--- config.mk ---
export PLATFORM = sky130hd
export DESIGN_NAME = joint_speed_ramp_generator_flat
export DESIGN_NICKNAME = d
export VERILOG_FILES = /design/src/rtl/jsrg_pkg.sv /design/src/rtl/jsrg_if.sv /design/src/rtl/jsrg_ctrl.sv /design/src/rtl/jsrg_calc.sv /design/src/rtl/joint_speed_ramp_generator.sv /design/src/flat_wrapper.sv
export SDC_FILE = /design/constraint.sdc
export NUM_CORES = 1
export LEC_CHECK = 0
export ABC_AREA = 1
export BUFFER_PORTS_ARGS = -buffer_cell sky130_fd_sc_hd__buf_2
export CORE_MARGIN = 3
export CORE_UTILIZATION = 57
export DETAILED_ROUTE_END_ITERATION = 6
export PLACE_DENSITY_LB_ADDON = 0.3
export SLEW_MARGIN = 20
export SYNTH_ARGS = -nofsm -noshare
export SYNTH_HDL_FRONTEND = slang
export SYNTH_SLANG_ARGS = --single-unit
--- constraint.sdc ---
create_clock -name clk -period 8.34 [get_ports clk]
set_input_delay 0.417 -clock clk [delete_from_list [all_inputs] [get_ports clk]]
set_output_delay 0.417 -clock clk [all_outputs]
set_load 0.005 [all_outputs]
--- src/rtl/jsrg_pkg.sv ---
// Shared constants, codes and types of the joint speed ramp generator.
package jsrg_pkg;

  localparam int SPEED_WIDTH_DEF = 32;
  localparam int MS_WIDTH        = 16;
  localparam int RATE_WIDTH      = 16;
  localparam int CMD_WIDTH       = 3;
  localparam int MODE_WIDTH      = 2;
  localparam int DIR_WIDTH       = 2;
  localparam int PROD_WIDTH      = MS_WIDTH + RATE_WIDTH;

  // Modes, as reported on mode_now
  localparam logic [MODE_WIDTH-1:0] MODE_STOP  = 2'd0;
  localparam logic [MODE_WIDTH-1:0] MODE_BRAKE = 2'd1;
  localparam logic [MODE_WIDTH-1:0] MODE_KEEP  = 2'd2;
  localparam logic [MODE_WIDTH-1:0] MODE_ACCEL = 2'd3;

  // Action commands
  localparam logic [CMD_WIDTH-1:0] CMD_STOP       = 3'd0;
  localparam logic [CMD_WIDTH-1:0] CMD_BRAKE      = 3'd1;
  localparam logic [CMD_WIDTH-1:0] CMD_KEEP       = 3'd2;
  localparam logic [CMD_WIDTH-1:0] CMD_PUSH_FRONT = 3'd3;
  localparam logic [CMD_WIDTH-1:0] CMD_PUSH_BACK  = 3'd4;

  // Push direction
  localparam logic [DIR_WIDTH-1:0] DIR_NONE  = 2'd0;
  localparam logic [DIR_WIDTH-1:0] DIR_FRONT = 2'd1;
  localparam logic [DIR_WIDTH-1:0] DIR_BACK  = 2'd3;

  localparam logic [RATE_WIDTH-1:0] BRAKE_RATE_RESET = 16'd100;

  typedef struct packed {
    logic [MODE_WIDTH-1:0] mode;
    logic [DIR_WIDTH-1:0]  dir;
    logic [RATE_WIDTH-1:0] rate;
  } ctrl_t;

endpackage

--- src/rtl/jsrg_if.sv ---
// Channel interfaces of the joint speed ramp generator: tick, result, config write.
interface jsrg_tick_if #(parameter int SPEED_WIDTH = jsrg_pkg::SPEED_WIDTH_DEF);
  import jsrg_pkg::*;
  logic                          valid;
  logic                          ready;
  logic [MS_WIDTH-1:0]           elapsed_ms;
  logic signed [SPEED_WIDTH-1:0] speed_in;
  logic                          action_valid;
  logic [CMD_WIDTH-1:0]          command;
  logic                          accel_valid;
  logic [RATE_WIDTH-1:0]         accel_value;

  modport source (output valid, elapsed_ms, speed_in, action_valid, command,
                  accel_valid, accel_value, input ready);
  modport sink (input valid, elapsed_ms, speed_in, action_valid, command,
                accel_valid, accel_value, output ready);
endinterface

interface jsrg_result_if #(parameter int SPEED_WIDTH = jsrg_pkg::SPEED_WIDTH_DEF);
  import jsrg_pkg::*;
  logic                          valid;
  logic                          ready;
  logic signed [SPEED_WIDTH-1:0] speed_out;
  logic [MODE_WIDTH-1:0]         mode_now;
  logic                          saturated;

  modport source (output valid, speed_out, mode_now, saturated, input ready);
  modport sink (input valid, speed_out, mode_now, saturated, output ready);
endinterface

interface jsrg_cfg_if;
  import jsrg_pkg::*;
  logic                  valid;
  logic                  ready;
  logic [RATE_WIDTH-1:0] brake_rate;

  modport source (output valid, brake_rate, input ready);
  modport sink (input valid, brake_rate, output ready);
endinterface

--- src/rtl/jsrg_ctrl.sv ---
// Mode, push direction and acceleration state, updated once per item.
module jsrg_ctrl (
  input  logic                            clk,
  input  logic                            rst,
  input  logic                            fire,
  input  logic                            action_valid,
  input  logic [jsrg_pkg::CMD_WIDTH-1:0]  command,
  input  logic                            accel_valid,
  input  logic [jsrg_pkg::RATE_WIDTH-1:0] accel_value,
  output jsrg_pkg::ctrl_t                 ctrl_next
);
  import jsrg_pkg::*;

  logic [MODE_WIDTH-1:0] mode, mode_next;
  logic [DIR_WIDTH-1:0]  push_direction, push_direction_next;
  logic [RATE_WIDTH-1:0] accel_rate, accel_rate_next;

  always_comb begin
    mode_next           = mode;
    push_direction_next = push_direction;
    if (action_valid) begin
      unique case (command)
        CMD_STOP:  mode_next = MODE_STOP;
        CMD_BRAKE: mode_next = MODE_BRAKE;
        CMD_KEEP:  mode_next = MODE_KEEP;
        CMD_PUSH_FRONT: begin
          mode_next           = MODE_ACCEL;
          push_direction_next = DIR_FRONT;
        end
        CMD_PUSH_BACK: begin
          mode_next           = MODE_ACCEL;
          push_direction_next = DIR_BACK;
        end
        default: ;  // unknown code: hold mode and direction
      endcase
    end else begin
      mode_next = MODE_BRAKE;
    end
    accel_rate_next = accel_valid ? accel_value : accel_rate;
  end

  assign ctrl_next = '{mode: mode_next, dir: push_direction_next, rate: accel_rate_next};

  always_ff @(posedge clk) begin
    if (rst) begin
      mode           <= MODE_BRAKE;
      push_direction <= DIR_NONE;
      accel_rate     <= '0;
    end else if (fire) begin
      mode           <= mode_next;
      push_direction <= push_direction_next;
      accel_rate     <= accel_rate_next;
    end
  end

endmodule

--- src/rtl/jsrg_calc.sv ---
// Speed arithmetic for one tick: stop, brake toward zero, keep, or saturating accelerate.
module jsrg_calc #(
  parameter int SPEED_WIDTH = jsrg_pkg::SPEED_WIDTH_DEF
) (
  input  jsrg_pkg::ctrl_t                 ctrl,
  input  logic [jsrg_pkg::MS_WIDTH-1:0]   elapsed_ms,
  input  logic [jsrg_pkg::RATE_WIDTH-1:0] brake_rate,
  input  logic signed [SPEED_WIDTH-1:0]   speed_in,
  output logic signed [SPEED_WIDTH-1:0]   speed_out,
  output logic                            saturated
);
  import jsrg_pkg::*;

  localparam int EXT_WIDTH = ((SPEED_WIDTH > PROD_WIDTH) ? SPEED_WIDTH : PROD_WIDTH) + 2;

  logic [RATE_WIDTH-1:0]       rate_sel;
  logic [PROD_WIDTH-1:0]       prod;
  logic signed [EXT_WIDTH-1:0] speed_ext, prod_ext, mag, sum, max_ext, min_ext, result;

  // one shared multiplier: units/s times ms is thousandths directly
  assign rate_sel  = (ctrl.mode == MODE_ACCEL) ? ctrl.rate : brake_rate;
  assign prod      = rate_sel * elapsed_ms;
  assign speed_ext = EXT_WIDTH'(speed_in);
  assign prod_ext  = $signed(EXT_WIDTH'(prod));
  assign mag       = speed_ext[EXT_WIDTH-1] ? -speed_ext : speed_ext;
  assign max_ext   = $signed(EXT_WIDTH'({1'b0, {(SPEED_WIDTH-1){1'b1}}}));
  assign min_ext   = -max_ext - EXT_WIDTH'(1);

  always_comb begin
    saturated = 1'b0;
    sum       = speed_ext;
    result    = speed_ext;
    case (ctrl.mode)
      MODE_STOP:  result = '0;
      MODE_BRAKE: begin
        if (prod_ext < mag) begin
          result = speed_ext[EXT_WIDTH-1] ? speed_ext + prod_ext : speed_ext - prod_ext;
        end else begin
          result = '0;
        end
      end
      MODE_KEEP:  result = speed_ext;
      MODE_ACCEL: begin
        if (ctrl.dir == DIR_FRONT) begin
          sum = speed_ext + prod_ext;
        end else if (ctrl.dir == DIR_BACK) begin
          sum = speed_ext - prod_ext;
        end
        if (sum > max_ext) begin
          result    = max_ext;
          saturated = 1'b1;
        end else if (sum < min_ext) begin
          result    = min_ext;
          saturated = 1'b1;
        end else begin
          result = sum;
        end
      end
      default: result = speed_ext;
    endcase
  end

  assign speed_out = $signed(result[SPEED_WIDTH-1:0]);

endmodule

--- src/rtl/joint_speed_ramp_generator.sv ---
// A tick item waits in the input register, then moves into the result register.
// Throughput: one item per cycle unless result.ready is low; input and result
//   registers form a two-stage pipeline, so a free input register takes a tick
//   while a finished result waits.
// The mode/direction/rate state advances as an item moves into the result register.
// Reset (rst, synchronous): pipeline empty, mode brake, no push direction,
//   acceleration 0, brake_rate 100.
module joint_speed_ramp_generator #(
  parameter int SPEED_WIDTH = jsrg_pkg::SPEED_WIDTH_DEF
) (
  input  logic           clk,
  input  logic           rst,
  jsrg_tick_if.sink      tick,
  jsrg_result_if.source  result,
  jsrg_cfg_if.sink       cfg
);
  import jsrg_pkg::*;

  // Input register stage
  logic                          a_valid;
  logic [MS_WIDTH-1:0]           a_ms;
  logic signed [SPEED_WIDTH-1:0] a_speed;
  logic                          a_action_valid;
  logic [CMD_WIDTH-1:0]          a_command;
  logic                          a_accel_valid;
  logic [RATE_WIDTH-1:0]         a_accel_value;

  // Result register stage
  logic                          b_valid;
  logic signed [SPEED_WIDTH-1:0] b_speed;
  logic [MODE_WIDTH-1:0]         b_mode;
  logic                          b_sat;

  logic                          tick_accept;
  logic                          b_load;
  logic [RATE_WIDTH-1:0]         brake_rate;
  ctrl_t                         ctrl_next;
  logic signed [SPEED_WIDTH-1:0] calc_speed;
  logic                          calc_sat;

  // The result register takes a new item whenever it is empty or being drained,
  // and the input register refills in the same cycle it empties.
  assign b_load      = a_valid && (!b_valid || result.ready);
  assign tick.ready  = !a_valid || b_load;
  assign tick_accept = tick.valid && tick.ready;

  // Brake rate register, always ready; writes must arrive only while idle (not enforced here).
  assign cfg.ready = 1'b1;

  always_ff @(posedge clk) begin
    if (rst) begin
      brake_rate <= BRAKE_RATE_RESET;
    end else if (cfg.valid) begin
      brake_rate <= cfg.brake_rate;
    end
  end

  always_ff @(posedge clk) begin
    if (rst) begin
      a_valid <= 1'b0;
    end else if (tick_accept) begin
      a_valid <= 1'b1;
    end else if (b_load) begin
      a_valid <= 1'b0;
    end
  end

  always_ff @(posedge clk) begin
    if (tick_accept) begin
      a_ms           <= tick.elapsed_ms;
      a_speed        <= tick.speed_in;
      a_action_valid <= tick.action_valid;
      a_command      <= tick.command;
      a_accel_valid  <= tick.accel_valid;
      a_accel_value  <= tick.accel_value;
    end
  end

  // Mode decode and held state; committed when the item leaves the input stage.
  jsrg_ctrl u_ctrl (
    .clk          (clk),
    .rst          (rst),
    .fire         (b_load),
    .action_valid (a_action_valid),
    .command      (a_command),
    .accel_valid  (a_accel_valid),
    .accel_value  (a_accel_value),
    .ctrl_next    (ctrl_next)
  );

  // One multiply, one add and a compare against the range limits.
  jsrg_calc #(
    .SPEED_WIDTH (SPEED_WIDTH)
  ) u_calc (
    .ctrl       (ctrl_next),
    .elapsed_ms (a_ms),
    .brake_rate (brake_rate),
    .speed_in   (a_speed),
    .speed_out  (calc_speed),
    .saturated  (calc_sat)
  );

  always_ff @(posedge clk) begin
    if (rst) begin
      b_valid <= 1'b0;
    end else if (b_load) begin
      b_valid <= 1'b1;
    end else if (result.ready) begin
      b_valid <= 1'b0;
    end
  end

  always_ff @(posedge clk) begin
    if (b_load) begin
      b_speed <= calc_speed;
      b_mode  <= ctrl_next.mode;
      b_sat   <= calc_sat;
    end
  end

  assign result.valid     = b_valid;
  assign result.speed_out = b_speed;
  assign result.mode_now  = b_mode;
  assign result.saturated = b_sat;

`ifndef NO_ASSERTIONS
  // A waiting item moves on when the result register is empty.
  a_moves_on: assert property (@(posedge clk) disable iff (rst)
    a_valid && !b_valid |=> b_valid)
    else $error("input item not moved into empty result register");

  // Only the accelerate path can clip.
  sat_only_accel: assert property (@(posedge clk) disable iff (rst)
    b_valid && (b_mode != MODE_ACCEL) |-> !b_sat)
    else $error("saturated flag outside accelerate mode");

  // Stop mode always reports zero speed.
  stop_is_zero: assert property (@(posedge clk) disable iff (rst)
    b_valid && (b_mode == MODE_STOP) |-> (b_speed == '0))
    else $error("nonzero speed in stop mode");
`endif

endmodule
--- src/flat_wrapper.sv ---
// flat-port wrapper written by rule: the top's interface ports become plain ports
module joint_speed_ramp_generator_flat import jsrg_pkg::*;
#(
  parameter int SPEED_WIDTH = jsrg_pkg::SPEED_WIDTH_DEF
)
  (clk, rst, tick_valid, tick_elapsed_ms, tick_speed_in, tick_action_valid, tick_command, tick_accel_valid, tick_accel_value, tick_ready, result_valid, result_speed_out, result_mode_now, result_saturated, result_ready, cfg_valid, cfg_brake_rate, cfg_ready);
  jsrg_tick_if #(.SPEED_WIDTH(SPEED_WIDTH)) tick_i ();
  jsrg_result_if #(.SPEED_WIDTH(SPEED_WIDTH)) result_i ();
  jsrg_cfg_if cfg_i ();
  input  logic clk;
  input  logic rst;
  input wire logic [$bits(tick_i.valid)-1:0] tick_valid;
  input wire logic [$bits(tick_i.elapsed_ms)-1:0] tick_elapsed_ms;
  input wire logic [$bits(tick_i.speed_in)-1:0] tick_speed_in;
  input wire logic [$bits(tick_i.action_valid)-1:0] tick_action_valid;
  input wire logic [$bits(tick_i.command)-1:0] tick_command;
  input wire logic [$bits(tick_i.accel_valid)-1:0] tick_accel_valid;
  input wire logic [$bits(tick_i.accel_value)-1:0] tick_accel_value;
  output wire logic [$bits(tick_i.ready)-1:0] tick_ready;
  output wire logic [$bits(result_i.valid)-1:0] result_valid;
  output wire logic [$bits(result_i.speed_out)-1:0] result_speed_out;
  output wire logic [$bits(result_i.mode_now)-1:0] result_mode_now;
  output wire logic [$bits(result_i.saturated)-1:0] result_saturated;
  input wire logic [$bits(result_i.ready)-1:0] result_ready;
  input wire logic [$bits(cfg_i.valid)-1:0] cfg_valid;
  input wire logic [$bits(cfg_i.brake_rate)-1:0] cfg_brake_rate;
  output wire logic [$bits(cfg_i.ready)-1:0] cfg_ready;
  assign tick_i.valid = tick_valid;
  assign tick_i.elapsed_ms = tick_elapsed_ms;
  assign tick_i.speed_in = tick_speed_in;
  assign tick_i.action_valid = tick_action_valid;
  assign tick_i.command = tick_command;
  assign tick_i.accel_valid = tick_accel_valid;
  assign tick_i.accel_value = tick_accel_value;
  assign tick_ready = tick_i.ready;
  assign result_valid = result_i.valid;
  assign result_speed_out = result_i.speed_out;
  assign result_mode_now = result_i.mode_now;
  assign result_saturated = result_i.saturated;
  assign result_i.ready = result_ready;
  assign cfg_i.valid = cfg_valid;
  assign cfg_i.brake_rate = cfg_brake_rate;
  assign cfg_ready = cfg_i.ready;
  joint_speed_ramp_generator #(.SPEED_WIDTH(SPEED_WIDTH)) u_core (.clk(clk), .rst(rst), .tick(tick_i), .result(result_i), .cfg(cfg_i));
endmodule
## After elaboration in Yosys (flattened, before gate mapping)

Index checks and enable logic that the tools add are counted.

- $add $sub $neg: 3
- Multiply operators: 1
- $lt $le $gt $ge: 3
- Equal/unequal tests: 9
- Muxes and demuxes: 21
- Reductions and logical operators: 11

Operators by type and width:

| kind | count |
|---|---|
| 34-bit two-way mux | 4 |
| 32-bit two-way mux | 4 |
| 32-bit case mux with 4 select lines | 1 |
| 32-bit by 33-bit adder with 34-bit output | 1 |
| 34-bit by 32-bit greater-than comparator with 1-bit output (second input constant) | 1 |
| 33-bit by 34-bit less-than comparator with 1-bit output | 1 |
| 34-bit by 32-bit less-than comparator with 1-bit output (second input constant) | 1 |
| 32-bit negation with 34-bit output | 1 |
| 32-bit by 33-bit subtractor with 34-bit output | 1 |
| 16-bit by 16-bit multiplier with 32-bit output | 1 |
| 16-bit two-way mux | 2 |
| 2-bit case mux with 4 select lines | 1 |
| 2-bit equality test (second input constant) | 3 |
| 3-bit by 2-bit equality test with 1-bit output (second input constant) | 2 |
| 1-bit two-way mux | 6 |
| 2-bit by 1-bit equality test with 1-bit output (second input constant) | 2 |
| 2-bit two-way mux | 2 |
| 2-bit case mux with 2 select lines | 1 |
| 2-bit nonzero test | 2 |
| 3-bit by 1-bit equality test with 1-bit output (second input constant) | 1 |
| 3-bit equality test (second input constant) | 1 |
| 3-bit zero test | 1 |
| 1-bit logical AND | 2 |
| 1-bit zero test | 2 |
| other kinds (3) | 4 |

- Flip-flop bits (word level): 142
- Input port bits: 90
- Output and inout bits: 38
- Logic and storage cells: 63

## Logic depth before layout (Yosys ltp)

- Depth after elaboration: 15
- Mapped depth: 54
- Depth with buffers taken out: 52

## Cells and area by module

A second synthesis with hierarchy kept.

- Cells, all modules: 2815
- Area total of the unflattened synthesis: 20797.4 um^2

Modules (own cells, without submodules):

| module | times used | cells each | area an instance (um^2) | sequential area each (um^2) |
|---|---|---|---|---|
| jsrg_calc | 1 | 2474 | 15944.0 | 0.0 |
| joint_speed_ramp_generator | 1 | 187 | 3768.6 | 3483.3 |
| jsrg_ctrl | 1 | 154 | 1084.8 | 400.4 |

## Worst setup path before layout

OpenSTA, ideal clock, no wires.

- Path kind: register to register
- Start point: register u_core.a_accel_valid
- End point: register u_core.b_speed[2] (netlist: u_core.result.speed_out[2]), data pin
- Setup time: 252 ps
- Arrival: 8509 ps
- Required time: 8088 ps
- Path slack: -421 ps
- Stages on the path, launching flop included: 47
- Path buffers: 4
- Period minus slack after synthesis: 8761 ps
- Path through: edfxtp_1 > clkbuf_1 > buf_1 > mux2i_1 > nand2_1 > o21ai_1 > clkinv_1 > nand2_1 > fa_1 > fa_1 > inv_1 > fa_1 > fa_1 > fa_1 > inv_1 > fa_1 > inv_1 > ha_1 > [... 11 more ...] > inv_1 > a21oi_1 > o21ai_0 > a21oi_1 > nor2_1 > nor2_1 > nand3_1 > a21oi_1 > nand2_1 > nand2_1 > nand2_1 > nand2_2 > nand3_2 > nand2_2 > buf_6 > nand2_1 > nand2_1 > nand2_1

- Word-level cells in the longest chain between the ends: 11
- Elaborated cells between the ends (all ways): 16
- Those cells by class: add/sub: 2; mul: 1; order compare: 3; mux: 10

Ends and longest elaborated chain:

| element | RTL line | text |
|---|---|---|
| start, declared | joint_speed_ramp_generator.sv:25 | `logic a_accel_valid;` |
| start signal, assigned | joint_speed_ramp_generator.sv:74 | `a_accel_valid <= tick.accel_valid;` |
| 16-bit two-way mux (*) | jsrg_ctrl.sv:39 | `accel_rate_next = accel_valid ? accel_value : accel_rate;` |
| 16-bit two-way mux (*) | jsrg_calc.sv:21 | `assign rate_sel = (ctrl.mode == MODE_ACCEL) ? ctrl.rate : brake_rate;` |
| 16-bit by 16-bit multiplier with 32-bit output (*) | jsrg_calc.sv:22 | `assign prod = rate_sel * elapsed_ms;` |
| 32-bit by 33-bit subtractor with 34-bit output | jsrg_calc.sv:47 | `sum = speed_ext - prod_ext;` |
| 34-bit two-way mux | jsrg_calc.sv:46 | `end else if (ctrl.dir == DIR_BACK) begin` |
| 34-bit two-way mux | jsrg_calc.sv:44 | `if (ctrl.dir == DIR_FRONT) begin` |
| 34-bit two-way mux | jsrg_calc.sv:33 | `case (ctrl.mode)` |
| 34-bit by 32-bit less-than comparator with 1-bit output | jsrg_calc.sv:52 | `end else if (sum < min_ext) begin` |
| 32-bit two-way mux | jsrg_calc.sv:52 |  |
| 32-bit two-way mux | jsrg_calc.sv:49 | `if (sum > max_ext) begin` |
| 32-bit case mux with 4 select lines (*) | jsrg_calc.sv:33 |  |
| net u_core.calc_speed[2] | joint_speed_ramp_generator.sv:38 | `logic signed [SPEED_WIDTH-1:0] calc_speed;` |
| end signal, assigned | joint_speed_ramp_generator.sv:115 | `b_speed <= calc_speed;` |
| end, declared | joint_speed_ramp_generator.sv:30 | `logic signed [SPEED_WIDTH-1:0] b_speed;` |

The timed path passes the listed nets; every way through them passes the cells marked *. The select of a mux whose other input is x is not followed.
A chain may end at the register's enable or synchronous reset.

==> metrics <==
global-route wire length before repair 119,300 um; FF+latch count, synth 142; Routed Antenna Nets 0; Setup TNS Final -27,360 ps; DR WL/cell 20.46 um; number of flops mapped to enable cells by yosys 104; RSZ-0062 raised after global routing true; final setup margin -884.9 ps; outcome complete, but fails checks; initial core utilization 58.70%; CTS root buffer clkbuf_16; share of post-route cells with drive strength above 1 30.69%; MaxCap Viol Count 0; clk sinks 142; Reg area 0.003884 sq mm; CTS max path bufs 2; Max FO, Critical Path 8; Post-Syn Instances 2,771; Setup crit end kind flip-flop; vias in the first global route 22,890; CTS clock-pin slew for the worst setup and hold paths 80 ps; hold path cells 1; Ys Warns 0; Max Fclk 0.1084 GHz; final WL 79,150 um; WP data required 8560 ps; I/O pins 128; design area 0.02813 sq mm; final hold viol count 0; syn_area_per_cell 7.425 sq um; Fillers 2,344; initial antenna violation count 2; Hold Buf Count CTS 0; DR pass1 iterations 7; HP Class in -> reg; fin crit share 110.6%; CP bufs+invs 14; CP Class reg -> reg; grt total ovfl 0; final setup fails 33; normalized max-slew margin 40.44%; Die ar. 0.03841 sq mm; CTS tree built; fraction of registers with async set or reset after synthesis 0%; slowest CP cell fa_1; CP arrival 9450 ps; CORE AREA 0.03505 sq mm; port buffer count 126; sequential-to-total area share from yosys stat 18.88%; post-layout min period 9225 ps; Horiz. Die Dim 196.0 um; HPWL after detailed placement 56,860 um; Mapped Area 0.02058 sq mm; gpl congestion 0.9965; Total GRT Usage 39.85%; depth of the most critical reg-to-reg path 52; dpl cell area 0.02497 sq mm; synthesis-to-layout area growth 36.70%; Primary FF master, synth edfxtp_1; # rows 68; skew final 15.98 ps; Levels on crit path 52; Crit path largest cell delay 550 ps; Vias 22,460; Top delay family on crit path adder cells; DRT iter0 DRCs 2,295; largest net degree at the start of global routing 44; max-slew violations 0; area occupied by multi-input gates 0.01587 sq mm; H-tree depth 4; Vert. Die Dim 196.0 um; Residual DRC 5; pre-CTS setup slack -1243 ps; vias per cell 5.806; cts bufs inserted 17; failing checks design-rule violations, negative setup slack; synth unique cells 59; Skew-Pair Late Insertion Delay 480 ps; Worst-Margin Slew 893.4 ps; type of origin of the critical path flip-flop; Final #Nets 3,883; syn nets 3,255
-- layer usage --
layer	track usage (%)	share of wire (%)	vias up
li1	-	-	9991
met1	49.85	37	10550
met2	65.14	46	1490
met3	8.466	11	423
met4	20.97	6.3	2
met5	0	0.015	-
-- cell type report --
cell class                      count  area share [%]
Multi-Input combinational cell   2018           56.40
Timing Repair Buffer              689           18.38
Sequential cell                   142           13.81
Inverter                          531           7.211
Tap cell                          455           2.024
Clock buffer                       19           1.690
Clock inverter                     13          0.4715
Antenna cell                        1        0.008896
-- state kept, by name, summed over array words and instances (netlist names) --
name / count
u_core.u_ctrl.mode: 2
u_core.a_ms: 16
u_core.a_speed: 32
u_core.a_accel_value: 16
u_core.a_valid: 1
u_core.result.saturated: 1
u_core.result.valid: 1
u_core.u_ctrl.push_direction: 2
u_core.a_action_valid: 1
u_core.u_ctrl.accel_rate: 16
u_core.a_command: 3
u_core.brake_rate: 16
u_core.result.speed_out: 32
u_core.result.mode_now: 2
u_core.a_accel_valid: 1
-- stage by stage --
step / util, % / cells / hold WS (ps)
6_report: 80.24 / 3868 / 107.4
5_1_grt: 80.24 / 3868 / 97.06
4_1_cts: 77.23 / 3825 / 107.6
3_5_place_dp: 71.23 / 3718 / 466.3
3_3_place_gp: 71.23 / 3718 / 449.9
2_1_floorplan: - / 2771 / 429.3
-- cells by family after synthesis --
kind of cell / Yosys count / synth area share [%]
simple gates: 1168 / 23.76
buf+inv: 613 / 11.55
fa+ha+maj: 394 / 31.11
compound gates: 342 / 9.869
flops: 142 / 18.88
xor+xnor: 95 / 4.044
mux: 16 / 0.7783
other cells: 1 / 0.01823
-- timing repair --
| action | in CTS | in global routing |
|---|---|---|
| pin swaps | 42 | 95 |
| gates cloned | 4 | 4 |
| buffers inserted | 71 | 43 |
| resized for setup | 175 | 169 |
| setup endpoints to repair | 33 | 33 |
-- worst register-to-register path: cells and delay by family (launching register included) --
family	cells	cell delay, ps
adders and majority gates	8	3630
and+or+nand+nor	19	1800
AOI/OAI and AO/OA	11	1720
buffers and inverters	14	1420
DFF	1	410
-- cell usage in the layout (no fill, tap or decap), types with 19 or more instances in the layout --
cell type,count
nand2_1,554
buf_4,526
inv_1,482
nor2_1,306
fa_1,185
ha_1,166
buf_2,126
nand3_1,113
edfxtp_1,104
a21oi_1,82
o21ai_0,75
xor2_1,74
nand2_2,54
dfxtp_1,38
inv_2,35
nand3_2,29
ha_4,29
a21oi_2,24
nor2_2,21
clkbuf_16,21
nand4_1,20
a211oi_1,20
buf_6,19
-- synthesized netlist by cell type (3+ instances only) --
library cell / n / area share [%]
nand2_1: 603 / 11
inv_1: 514 / 9.4
nor2_1: 327 / 6.0
ha_1: 198 / 12
fa_1: 196 / 19
nand3_1: 131 / 3.2
a21oi_1: 112 / 2.7
edfxtp_1: 104 / 15
o21ai_0: 97 / 2.4
xor2_1: 81 / 3.4
clkbuf_1: 51 / 0.93
dfxtp_1: 38 / 3.7
nand2_2: 23 / 0.70
a211oi_1: 21 / 0.77
nand4_1: 20 / 0.61
mux2i_1: 16 / 0.78
o211ai_1: 16 / 0.58
o21ai_1: 15 / 0.36
o22ai_1: 15 / 0.46
buf_2: 14 / 0.34
xnor2_1: 14 / 0.60
nand3_2: 13 / 0.63
nor3_1: 13 / 0.32
nor4_1: 13 / 0.40
o221ai_1: 13 / 0.55
a21o_1: 10 / 0.36
o21bai_1: 10 / 0.36
a31oi_1: 9 / 0.27
clkinv_1: 9 / 0.16
buf_1: 8 / 0.15
inv_2: 7 / 0.13
or2_2: 7 / 0.21
buf_6: 6 / 0.33
a31o_2: 5 / 0.21
nor2_2: 4 / 0.12
o21a_1: 4 / 0.15
buf_4: 3 / 0.11
nand2_4: 3 / 0.16
nand3b_1: 3 / 0.11
o31ai_1: 3 / 0.11
-- final timing paths --
check	start	endpoint	slack (ps)
hold / removal	tick_speed_in[27]	u_core.a_speed[27]$_DFFE_PP_	110
setup reg to reg	u_core.a_command[1]$_DFFE_PP_	u_core.result.speed_out[17]$_DFFE_PP_	-880
setup / recovery	u_core.a_command[1]$_DFFE_PP_	u_core.result.speed_out[17]$_DFFE_PP_	-880
hold reg to reg	u_core.u_ctrl.accel_rate[8]$_SDFFE_PP0P_	u_core.u_ctrl.accel_rate[8]$_SDFFE_PP0P_	510
Power is left out: the tool's default activity adds up to more than one toggle a clock period on the data nets, which glitch-free logic cannot reach.
